File: src/rtl/upe_pkg.sv
`timescale 1ns / 1ps

package upe_pkg;

    localparam logic [15:0] CH_BANG   = 16'h0021;
    localparam logic [15:0] CH_DASH   = 16'h002D;
    localparam logic [15:0] CH_DOT    = 16'h002E;
    localparam logic [15:0] CH_UNDER  = 16'h005F;
    localparam logic [15:0] CH_TILDE  = 16'h007E;
    localparam logic [15:0] CH_QUOTE  = 16'h0027;
    localparam logic [15:0] CH_STAR   = 16'h002A;
    localparam logic [15:0] CH_ZERO   = 16'h0030;
    localparam logic [15:0] CH_COLON  = 16'h003A;
    localparam logic [15:0] CH_UC_A   = 16'h0041;
    localparam logic [15:0] CH_UC_Z   = 16'h005A;
    localparam logic [15:0] CH_LC_A   = 16'h0061;
    localparam logic [15:0] CH_LC_Z   = 16'h007A;
    localparam logic [15:0] ONE_BYTE_LIM = 16'h0080;
    localparam logic [15:0] TWO_BYTE_LIM = 16'h0800;
    localparam logic [15:0] SURR_LO   = 16'hD800;
    localparam logic [15:0] SURR_HI   = 16'hE000;
    localparam logic [20:0] SUPP_BASE = 21'h10000;
    localparam logic [6:0]  CH_PCT    = 7'h25;

    localparam int QUEUE_DEPTH_DEF = 2;

    typedef struct packed {
        logic            pass;
        logic [1:0]      nbytes_m1;
        logic [3:0][7:0] bytes;
        logic            last;
    } t_job;

    typedef enum logic [1:0] {
        PH_PCT,
        PH_HI,
        PH_LO
    } t_phase;

    function automatic logic is_safe(input logic [15:0] c);
        return c == CH_BANG || c == CH_DASH || c == CH_DOT || c == CH_UNDER ||
               c == CH_TILDE ||
               (c >= CH_QUOTE && c <= CH_STAR) ||
               (c >= CH_ZERO && c <= CH_COLON) ||
               (c >= CH_UC_A && c <= CH_UC_Z) ||
               (c >= CH_LC_A && c <= CH_LC_Z);
    endfunction

    function automatic logic [6:0] hex_char(input logic [3:0] d);
        return (d < 4'd10) ? (7'h30 + {3'b000, d}) : (7'h37 + {3'b000, d});
    endfunction

endpackage

File: src/rtl/upe_in_if.sv
`timescale 1ns / 1ps

interface upe_in_if;
    logic        valid;
    logic        ready;
    logic [15:0] code_unit;
    logic        last_unit;

    modport source (output valid, output code_unit, output last_unit, input ready);
    modport sink   (input valid, input code_unit, input last_unit, output ready);
endinterface

File: src/rtl/upe_out_if.sv
`timescale 1ns / 1ps

interface upe_out_if;
    logic       valid;
    logic       ready;
    logic [6:0] out_char;
    logic       run_last;
    logic       string_end;

    modport source (output valid, output out_char, output run_last, output string_end,
                    input ready);
    modport sink   (input valid, input out_char, input run_last, input string_end,
                    output ready);
endinterface

File: src/rtl/utf16_percent_encoder.sv
`timescale 1ns / 1ps
// An accepted item passes through the job queue and the back-end job register before
// its first character is registered. One output character per cycle while the output
// is ready; an item makes 1, 3, 6, 9 or 12 characters and a held surrogate makes none.
// Input is taken every cycle while the job queue has room (QUEUE_DEPTH entries).
// Reset (i_rst_n low, synchronous) drops any held surrogate, queued jobs and output.

module utf16_percent_encoder #(
    parameter int QUEUE_DEPTH = upe_pkg::QUEUE_DEPTH_DEF
) (
    input  logic      i_clk,
    input  logic      i_rst_n,
    upe_in_if.sink    i_in,
    upe_out_if.source o_out
);
    import upe_pkg::*;

    logic push;
    t_job push_job;
    logic full;
    logic q_valid;
    t_job q_job;
    logic pop;

    upe_front u_front (
        .i_clk   (i_clk),
        .i_rst_n (i_rst_n),
        .i_in    (i_in),
        .i_full  (full),
        .o_push  (push),
        .o_job   (push_job)
    );

    upe_queue #(
        .DEPTH (QUEUE_DEPTH)
    ) u_queue (
        .i_clk   (i_clk),
        .i_rst_n (i_rst_n),
        .i_push  (push),
        .i_job   (push_job),
        .o_full  (full),
        .o_valid (q_valid),
        .o_job   (q_job),
        .i_pop   (pop)
    );

    upe_back u_back (
        .i_clk   (i_clk),
        .i_rst_n (i_rst_n),
        .i_valid (q_valid),
        .i_job   (q_job),
        .o_pop   (pop),
        .o_out   (o_out)
    );

endmodule

File: src/rtl/upe_front.sv
`timescale 1ns / 1ps

module upe_front (
    input  logic          i_clk,
    input  logic          i_rst_n,
    upe_in_if.sink        i_in,
    input  logic          i_full,
    output logic          o_push,
    output upe_pkg::t_job o_job
);
    import upe_pkg::*;

    logic        r_lead_pending;
    logic [9:0]  r_lead_bits;
    logic        n_lead_pending;
    logic [9:0]  n_lead_bits;
    logic [15:0] c;
    logic        is_sur;
    logic        four;
    logic        hold;
    logic        acc;
    logic [19:0] base;
    logic [20:0] cp;

    assign c      = i_in.code_unit;
    assign is_sur = (c >= SURR_LO) && (c < SURR_HI);
    assign four   = r_lead_pending || (is_sur && i_in.last_unit);
    assign hold   = !r_lead_pending && is_sur && !i_in.last_unit;
    assign acc    = i_in.valid && i_in.ready;
    assign base   = r_lead_pending ? {r_lead_bits, c[9:0]} : {c[9:0], 10'b0};
    assign cp     = SUPP_BASE + {1'b0, base};

    assign i_in.ready = !i_full;
    assign o_push     = acc && !hold;

    always_comb begin
        o_job           = '0;
        o_job.last      = i_in.last_unit;
        if (four) begin
            o_job.nbytes_m1 = 2'd3;
            o_job.bytes[0]  = {5'b11110, cp[20:18]};
            o_job.bytes[1]  = {2'b10, cp[17:12]};
            o_job.bytes[2]  = {2'b10, cp[11:6]};
            o_job.bytes[3]  = {2'b10, cp[5:0]};
        end else if (is_safe(c)) begin
            o_job.pass      = 1'b1;
            o_job.bytes[0]  = c[7:0];
        end else if (c < ONE_BYTE_LIM) begin
            o_job.nbytes_m1 = 2'd0;
            o_job.bytes[0]  = c[7:0];
        end else if (c < TWO_BYTE_LIM) begin
            o_job.nbytes_m1 = 2'd1;
            o_job.bytes[0]  = {3'b110, c[10:6]};
            o_job.bytes[1]  = {2'b10, c[5:0]};
        end else begin
            o_job.nbytes_m1 = 2'd2;
            o_job.bytes[0]  = {4'b1110, c[15:12]};
            o_job.bytes[1]  = {2'b10, c[11:6]};
            o_job.bytes[2]  = {2'b10, c[5:0]};
        end
    end

    always_comb begin
        n_lead_pending = r_lead_pending;
        n_lead_bits    = r_lead_bits;
        if (acc) begin
            n_lead_pending = hold;
            n_lead_bits    = hold ? c[9:0] : 10'd0;
        end
    end

    always_ff @(posedge i_clk) begin
        if (!i_rst_n) begin
            r_lead_pending <= 1'b0;
            r_lead_bits    <= '0;
        end else begin
            r_lead_pending <= n_lead_pending;
            r_lead_bits    <= n_lead_bits;
        end
    end

`ifndef SYNTHESIS
    a_pair_clears: assert property (@(posedge i_clk) disable iff (!i_rst_n)
        (acc && r_lead_pending) |=> !r_lead_pending)
        else $error("held surrogate not released on pairing word");
    a_hold_no_push: assert property (@(posedge i_clk) disable iff (!i_rst_n)
        (acc && hold) |-> !o_push)
        else $error("held surrogate pushed a job");
`endif

endmodule

File: src/rtl/upe_queue.sv
`timescale 1ns / 1ps

module upe_queue #(
    parameter int DEPTH = upe_pkg::QUEUE_DEPTH_DEF
) (
    input  logic          i_clk,
    input  logic          i_rst_n,
    input  logic          i_push,
    input  upe_pkg::t_job i_job,
    output logic          o_full,
    output logic          o_valid,
    output upe_pkg::t_job o_job,
    input  logic          i_pop
);
    import upe_pkg::*;

    localparam int AW = (DEPTH > 1) ? $clog2(DEPTH) : 1;
    localparam int CW = $clog2(DEPTH + 1);

    t_job          r_mem [DEPTH];
    logic [AW-1:0] r_wr;
    logic [AW-1:0] r_rd;
    logic [CW-1:0] r_count;
    logic          do_push;
    logic          do_pop;

    assign o_full  = (r_count == CW'(DEPTH));
    assign o_valid = (r_count != '0);
    assign o_job   = r_mem[r_rd];
    assign do_push = i_push && !o_full;
    assign do_pop  = i_pop && o_valid;

    always_ff @(posedge i_clk) begin
        if (do_push) begin
            r_mem[r_wr] <= i_job;
        end
    end

    always_ff @(posedge i_clk) begin
        if (!i_rst_n) begin
            r_wr    <= '0;
            r_rd    <= '0;
            r_count <= '0;
        end else begin
            if (do_push) begin
                r_wr <= (r_wr == AW'(DEPTH - 1)) ? '0 : r_wr + 1'b1;
            end
            if (do_pop) begin
                r_rd <= (r_rd == AW'(DEPTH - 1)) ? '0 : r_rd + 1'b1;
            end
            r_count <= r_count + CW'(do_push) - CW'(do_pop);
        end
    end

`ifndef SYNTHESIS
    a_count_bound: assert property (@(posedge i_clk) disable iff (!i_rst_n)
        r_count <= CW'(DEPTH))
        else $error("queue count beyond depth");
`endif

endmodule

File: src/rtl/upe_back.sv
`timescale 1ns / 1ps

module upe_back (
    input  logic          i_clk,
    input  logic          i_rst_n,
    input  logic          i_valid,
    input  upe_pkg::t_job i_job,
    output logic          o_pop,
    upe_out_if.source     o_out
);
    import upe_pkg::*;

    t_phase     r_phase;
    t_phase     n_phase;
    logic       r_busy;
    logic       n_busy;
    t_job       r_job;
    t_job       n_job;
    logic [1:0] r_byte;
    logic [1:0] n_byte;
    logic       r_ov;
    logic       n_ov;
    logic [6:0] r_char;
    logic [6:0] n_char;
    logic       r_rl;
    logic       n_rl;
    logic       r_se;
    logic       n_se;
    logic       advance;
    logic       final_ch;
    logic [7:0] cur_byte;

    assign o_out.valid      = r_ov;
    assign o_out.out_char   = r_char;
    assign o_out.run_last   = r_rl;
    assign o_out.string_end = r_se;

    assign cur_byte = r_job.bytes[r_byte];
    assign advance  = r_busy && (!r_ov || o_out.ready);
    assign final_ch = r_job.pass || (r_phase == PH_LO && r_byte == r_job.nbytes_m1);
    assign o_pop    = i_valid && (!r_busy || (advance && final_ch));

    always_comb begin
        n_phase = r_phase;
        n_busy  = r_busy;
        n_job   = r_job;
        n_byte  = r_byte;
        n_ov    = r_ov && !o_out.ready;
        n_char  = r_char;
        n_rl    = r_rl;
        n_se    = r_se;
        if (advance) begin
            n_ov = 1'b1;
            n_rl = final_ch;
            n_se = final_ch && r_job.last;
            if (r_job.pass) begin
                n_char = r_job.bytes[0][6:0];
            end else begin
                case (r_phase)
                    PH_PCT: begin
                        n_char  = CH_PCT;
                        n_phase = PH_HI;
                    end
                    PH_HI: begin
                        n_char  = hex_char(cur_byte[7:4]);
                        n_phase = PH_LO;
                    end
                    PH_LO: begin
                        n_char  = hex_char(cur_byte[3:0]);
                        n_phase = PH_PCT;
                        n_byte  = r_byte + 2'd1;
                    end
                    default: begin
                        n_char  = CH_PCT;
                        n_phase = PH_PCT;
                    end
                endcase
            end
            if (final_ch) begin
                n_busy = 1'b0;
            end
        end
        if (o_pop) begin
            n_busy  = 1'b1;
            n_job   = i_job;
            n_byte  = '0;
            n_phase = PH_PCT;
        end
    end

    always_ff @(posedge i_clk) begin
        n_job_reg: begin
            r_job  <= n_job;
            r_byte <= n_byte;
            r_char <= n_char;
            r_rl   <= n_rl;
            r_se   <= n_se;
        end
    end

    always_ff @(posedge i_clk) begin
        if (!i_rst_n) begin
            r_phase <= PH_PCT;
            r_busy  <= 1'b0;
            r_ov    <= 1'b0;
        end else begin
            r_phase <= n_phase;
            r_busy  <= n_busy;
            r_ov    <= n_ov;
        end
    end

`ifndef SYNTHESIS
    a_end_is_run_last: assert property (@(posedge i_clk) disable iff (!i_rst_n)
        (r_ov && r_se) |-> r_rl)
        else $error("string end without run end");
    a_pass_phase: assert property (@(posedge i_clk) disable iff (!i_rst_n)
        (r_busy && r_job.pass) |-> (r_phase == PH_PCT))
        else $error("pass-through word left escape phase");
`endif

endmodule
File: src/flat_wrapper.sv
// flat-port wrapper written by rule: the top's interface ports become plain ports
module utf16_percent_encoder_flat import upe_pkg::*;
#(
    parameter int QUEUE_DEPTH = upe_pkg::QUEUE_DEPTH_DEF
)
  (i_clk, i_rst_n, i_in_valid, i_in_code_unit, i_in_last_unit, i_in_ready, o_out_valid, o_out_out_char, o_out_run_last, o_out_string_end, o_out_ready);
  upe_in_if i_in_i ();
  upe_out_if o_out_i ();
  input  logic i_clk;
  input  logic i_rst_n;
  input wire logic [$bits(i_in_i.valid)-1:0] i_in_valid;
  input wire logic [$bits(i_in_i.code_unit)-1:0] i_in_code_unit;
  input wire logic [$bits(i_in_i.last_unit)-1:0] i_in_last_unit;
  output wire logic [$bits(i_in_i.ready)-1:0] i_in_ready;
  output wire logic [$bits(o_out_i.valid)-1:0] o_out_valid;
  output wire logic [$bits(o_out_i.out_char)-1:0] o_out_out_char;
  output wire logic [$bits(o_out_i.run_last)-1:0] o_out_run_last;
  output wire logic [$bits(o_out_i.string_end)-1:0] o_out_string_end;
  input wire logic [$bits(o_out_i.ready)-1:0] o_out_ready;
  assign i_in_i.valid = i_in_valid;
  assign i_in_i.code_unit = i_in_code_unit;
  assign i_in_i.last_unit = i_in_last_unit;
  assign i_in_ready = i_in_i.ready;
  assign o_out_valid = o_out_i.valid;
  assign o_out_out_char = o_out_i.out_char;
  assign o_out_run_last = o_out_i.run_last;
  assign o_out_string_end = o_out_i.string_end;
  assign o_out_i.ready = o_out_ready;
  utf16_percent_encoder #(.QUEUE_DEPTH(QUEUE_DEPTH)) u_core (.i_clk(i_clk), .i_rst_n(i_rst_n), .i_in(i_in_i), .o_out(o_out_i));
endmodule
File: config.mk
export PLATFORM = sky130hd
export DESIGN_NAME = utf16_percent_encoder_flat
export DESIGN_NICKNAME = d
export VERILOG_FILES = /design/src/rtl/upe_pkg.sv /design/src/rtl/upe_in_if.sv /design/src/rtl/upe_out_if.sv /design/src/rtl/utf16_percent_encoder.sv /design/src/rtl/upe_front.sv /design/src/rtl/upe_queue.sv /design/src/rtl/upe_back.sv /design/src/flat_wrapper.sv
export SDC_FILE = /design/constraint.sdc
export NUM_CORES = 1
export LEC_CHECK = 0
export BUFFER_PORTS_ARGS = -buffer_cell sky130_fd_sc_hd__buf_2
export CAP_MARGIN = 20
export CORE_MARGIN = 2
export CORE_UTILIZATION = 40
export CTS_CLUSTER_DIAMETER = 150
export DETAILED_ROUTE_END_ITERATION = 16
export GPL_ROUTABILITY_DRIVEN = 0
export PLACE_DENSITY = 0.53
export SLEW_MARGIN = 10
export SYNTH_ARGS = -nofsm -noshare
export SYNTH_HDL_FRONTEND = slang
export SYNTH_HIERARCHICAL = 1
export SYNTH_SLANG_ARGS = --single-unit
File: constraint.sdc
create_clock -name i_clk -period 4.3 [get_ports i_clk]
set_input_delay 0.645 -clock i_clk [delete_from_list [all_inputs] [get_ports i_clk]]
set_output_delay 0.645 -clock i_clk [all_outputs]
set_load 0.02 [all_outputs]
==> flow_summary.toml <==
[cts]
clock_sinks = 139
path_clk_slew_ns = 0.06
cts_tree = "done"
postCtsHoldBufs = 0
cts_buffers = 17
cts_buffer_depth = 2
cts_setup_buffers = 0
htreeDepth = 4
worstSkewPairLatency_ns = 0.41
root_buffer = "clkbuf_16"
cts_resized = 0

[global_route]
grt_pass1_wl_um = 20900
met3_usage_pct = 3.68
grt_use_total_pct = 15.6
grt_max_degree = 41
gr-usage-met1_pct = 21.9
grt_overflow = 0
grt_pass1_vias = 3795
antenna_found_initial = 0
busiest_layer = "met2"
met2_usage_pct = 23.7

[final_layout]
antenna_cells = 0
final_cell_mix = "edfxtp_1 (117), buf_2 (31), nand2_1 (31), mux2_4 (30), inv_1 (26)"
final_common_cell = "edfxtp_1"
drive_gt1_share_pct = 24.1
layout.cells.non_filler = 747
fin_nets = 543
synthToLayoutAreaGrowth_pct = 14.9

[setup_path]
start_kind = "register"
cp-end-kind = "register"
cp_data_required_time_ns = 4.63
path_cells = "xnor2_1 -> a31oi_1 -> o21ai_1 -> and2_2 -> o21a_1 -> ha_1 -> inv_1 -> ha_1 -> xor2_1 -> and2_1 -> nor3_1"
cp_slowest_stage_delay_ns = 0.74
crit_arrival_ns = 2.97
critPathMaxFanout = 11
cp_slowest_cell = "dfxtp_1"
worst-setup-path-type = "reg2reg"
cpMostUsedCell = "ha_1"

[power_and_ir_drop]
p_sw_mw = 1.24
internal_power_mw = 3.61
irDropWorstVdd_v = 0.000325
p_per_area_nw_per_um2 = 636
seqPwrFrac_pct = 41.9
combPwrFrac_pct = 21.5
p_leak_nw = 2.65
switching_share_pct = 25.6
power_frac_clock_pct = 36.6

[drt]
drt_iter0_drc = 254
ant_nets = 0
drcViolationCount = 0
first_pass_iters = 4
via_per_inst = 5.20
num_vias = 3883
wire_per_inst_um = 17.3
wl_um = 13000

[yosys]
syn_area_per_cell_um2 = 13.5
yosysWarnings = 6
yosysTopAreaCellShare_pct = 52.9
synth_seq_area_share_pct = 59.6
synthArstFlopShare_pct = 0
yosys-top-cells-area = "edfxtp_1 (53%), mux2_4 (6.8%), dfxtp_1 (6.6%)"
syn-cell-area_um2 = 6640
synth-seq-cells = 139
yosysUniqueCellTypes = 68
synth_edf_count = 117
synth_flop_cell = "edfxtp_1"
synth_largest_area_cell = "edfxtp_1"
synthCells = 492

[placed_design]
numPortBuffers = 31
hpwl_um = 9020
dp_cells = 714

[floorplan]
row_count = 47
start_util_pct = 40.5
die_area_um2 = 17600
ios = 32
die_h_um = 133
die_x_um = 133
core_um2 = 16400

[timing]
finalSetupViolations = 0
setup_tns_ns = 0
slew_viol_final = 0
period_minus_slack_ns = 2.64
worstMarginPinSlew_ns = 0.776
finClkSkew_ns = 0.00708
fmax_ghz = 0.379
finalHoldViolations = 0
rsz0062_at_grt = "false"
slew_headroom_pct = 47.5
fin_crit_sh_pct = 61.3

[worst_hold_path]
min-delay-path-class = "reg2reg"

[flow_run]
drv_cap = 0

[outcome]
status = "completed"
==> per-stage QoR <==
stage                     hold WS (ns)  power [mW]  area, um^2  worst slack (ns)  util (%)
after floorplan                  0.441        2.87        6650             0.820         -
after global placement           0.449        3.09        6880              1.56      41.9
after detailed placement         0.465        3.12        6880              1.49      41.9
after CTS                        0.473        4.90        7600              1.60      46.4
after global routing             0.483        5.08        7620              1.44      46.5
final                            0.469        4.85        7620              1.66      46.5
==> power groups by stage <==
stage          Sequential, mW  Clock (mW)  Combinational (mW)
6_report                 2.03        1.77                1.04
5_1_grt                  2.07        1.86                1.15
4_1_cts                  2.04        1.81                1.05
3_5_place_dp             2.07           0                1.05
3_3_place_gp             2.06           0                1.03
2_1_floorplan            2.05           0               0.824
==> path summary, 6_finish.rpt <==
| path | start | to | slack (ns) | cells after the start |
|---|---|---|---|---|
| setup / recovery | u_core/u_back/r_byte[0] | u_core/u_queue/r_count[1] | 1.66 | 11 |
| hold / removal | u_core/u_front/r_lead_bits[1] | u_core/u_front/r_lead_bits[1] | 0.47 | 2 |
| setup reg to reg | u_core/u_back/r_byte[0] | u_core/u_queue/r_count[1] | 1.66 | 11 |
| hold reg to reg | u_core/u_front/r_lead_bits[1] | u_core/u_front/r_lead_bits[1] | 0.47 | 2 |
==> logic make-up after synthesis <==
kind of cell | after synthesis | share of synthesized area, %
adder cells (fa/ha/maj) | 8 | 1.51
AO/OA/AOI/OAI | 100 | 10.5
flip-flops | 139 | 59.6
multiplexers | 50 | 11.4
XOR/XNOR | 12 | 1.58
other | 1 | 0.0565
buffers and inverters | 63 | 5.26
AND/OR/NAND/NOR | 119 | 10.1
==> registers in the layout, summed over array words and instances, names as in the netlist, named ones only <==
name and flops:
u_core/u_queue/r_mem 72, u_core/u_back/r_job 36, u_core/u_front/r_lead_bits 10, u_core/u_back/o_out.out_char 7
u_core/u_back/r_byte 2, u_core/u_back/r_phase 2, u_core/u_queue/r_count 2, u_core/u_back/o_out.run_last 1
u_core/u_back/o_out.string_end 1, u_core/u_back/o_out.valid 1, u_core/u_back/r_busy 1, u_core/u_front/r_lead_pending 1
u_core/u_queue/r_rd 1, u_core/u_queue/r_wr 1
==> layout make-up <==
class | count | area, um^2
repair buffers | 38 | 220
fillers | 1429 | 8780
multi-input cells | 292 | 2350
flip-flops and latches | 139 | 3960
inverters | 26 | 97.6
clock inverters | 15 | 299
clock buffers | 17 | 425
well taps | 220 | 275
==> Yosys cell counts (8+ instances only) <==
| cell | n |
|---|---|
| nand2_1 | 31 |
| edfxtp_1 | 117 |
| buf_2 | 9 |
| a21boi_0 | 12 |
| clkbuf_1 | 14 |
| nor2b_1 | 9 |
| nor2_1 | 14 |
| nand3_1 | 18 |
| a21oi_1 | 21 |
| inv_1 | 26 |
| mux4_2 | 8 |
| o21ai_0 | 12 |
| ha_1 | 8 |
| mux2_4 | 30 |
| dfxtp_1 | 22 |
==> layer usage <==
metal / part of all wire [%] / vias to the layer above
li1: - / 1891
met4: 1.4 / 0
met5: 0 / -
met3: 3.8 / 17
met2: 47 / 96
met1: 48 / 1879
==> critical path, delay by kind of cell, from the launching register on <==
family / cells / cell delay, ns
XOR/XNOR: 2 / 0.30
buffers and inverters: 1 / 0.04
adder cells (fa/ha/maj): 2 / 0.45
AND/OR/NAND/NOR: 3 / 0.50
flip-flops: 1 / 0.74
AO/OA/AOI/OAI: 3 / 0.54
Note: power is estimated with default switching activity, not from simulation.
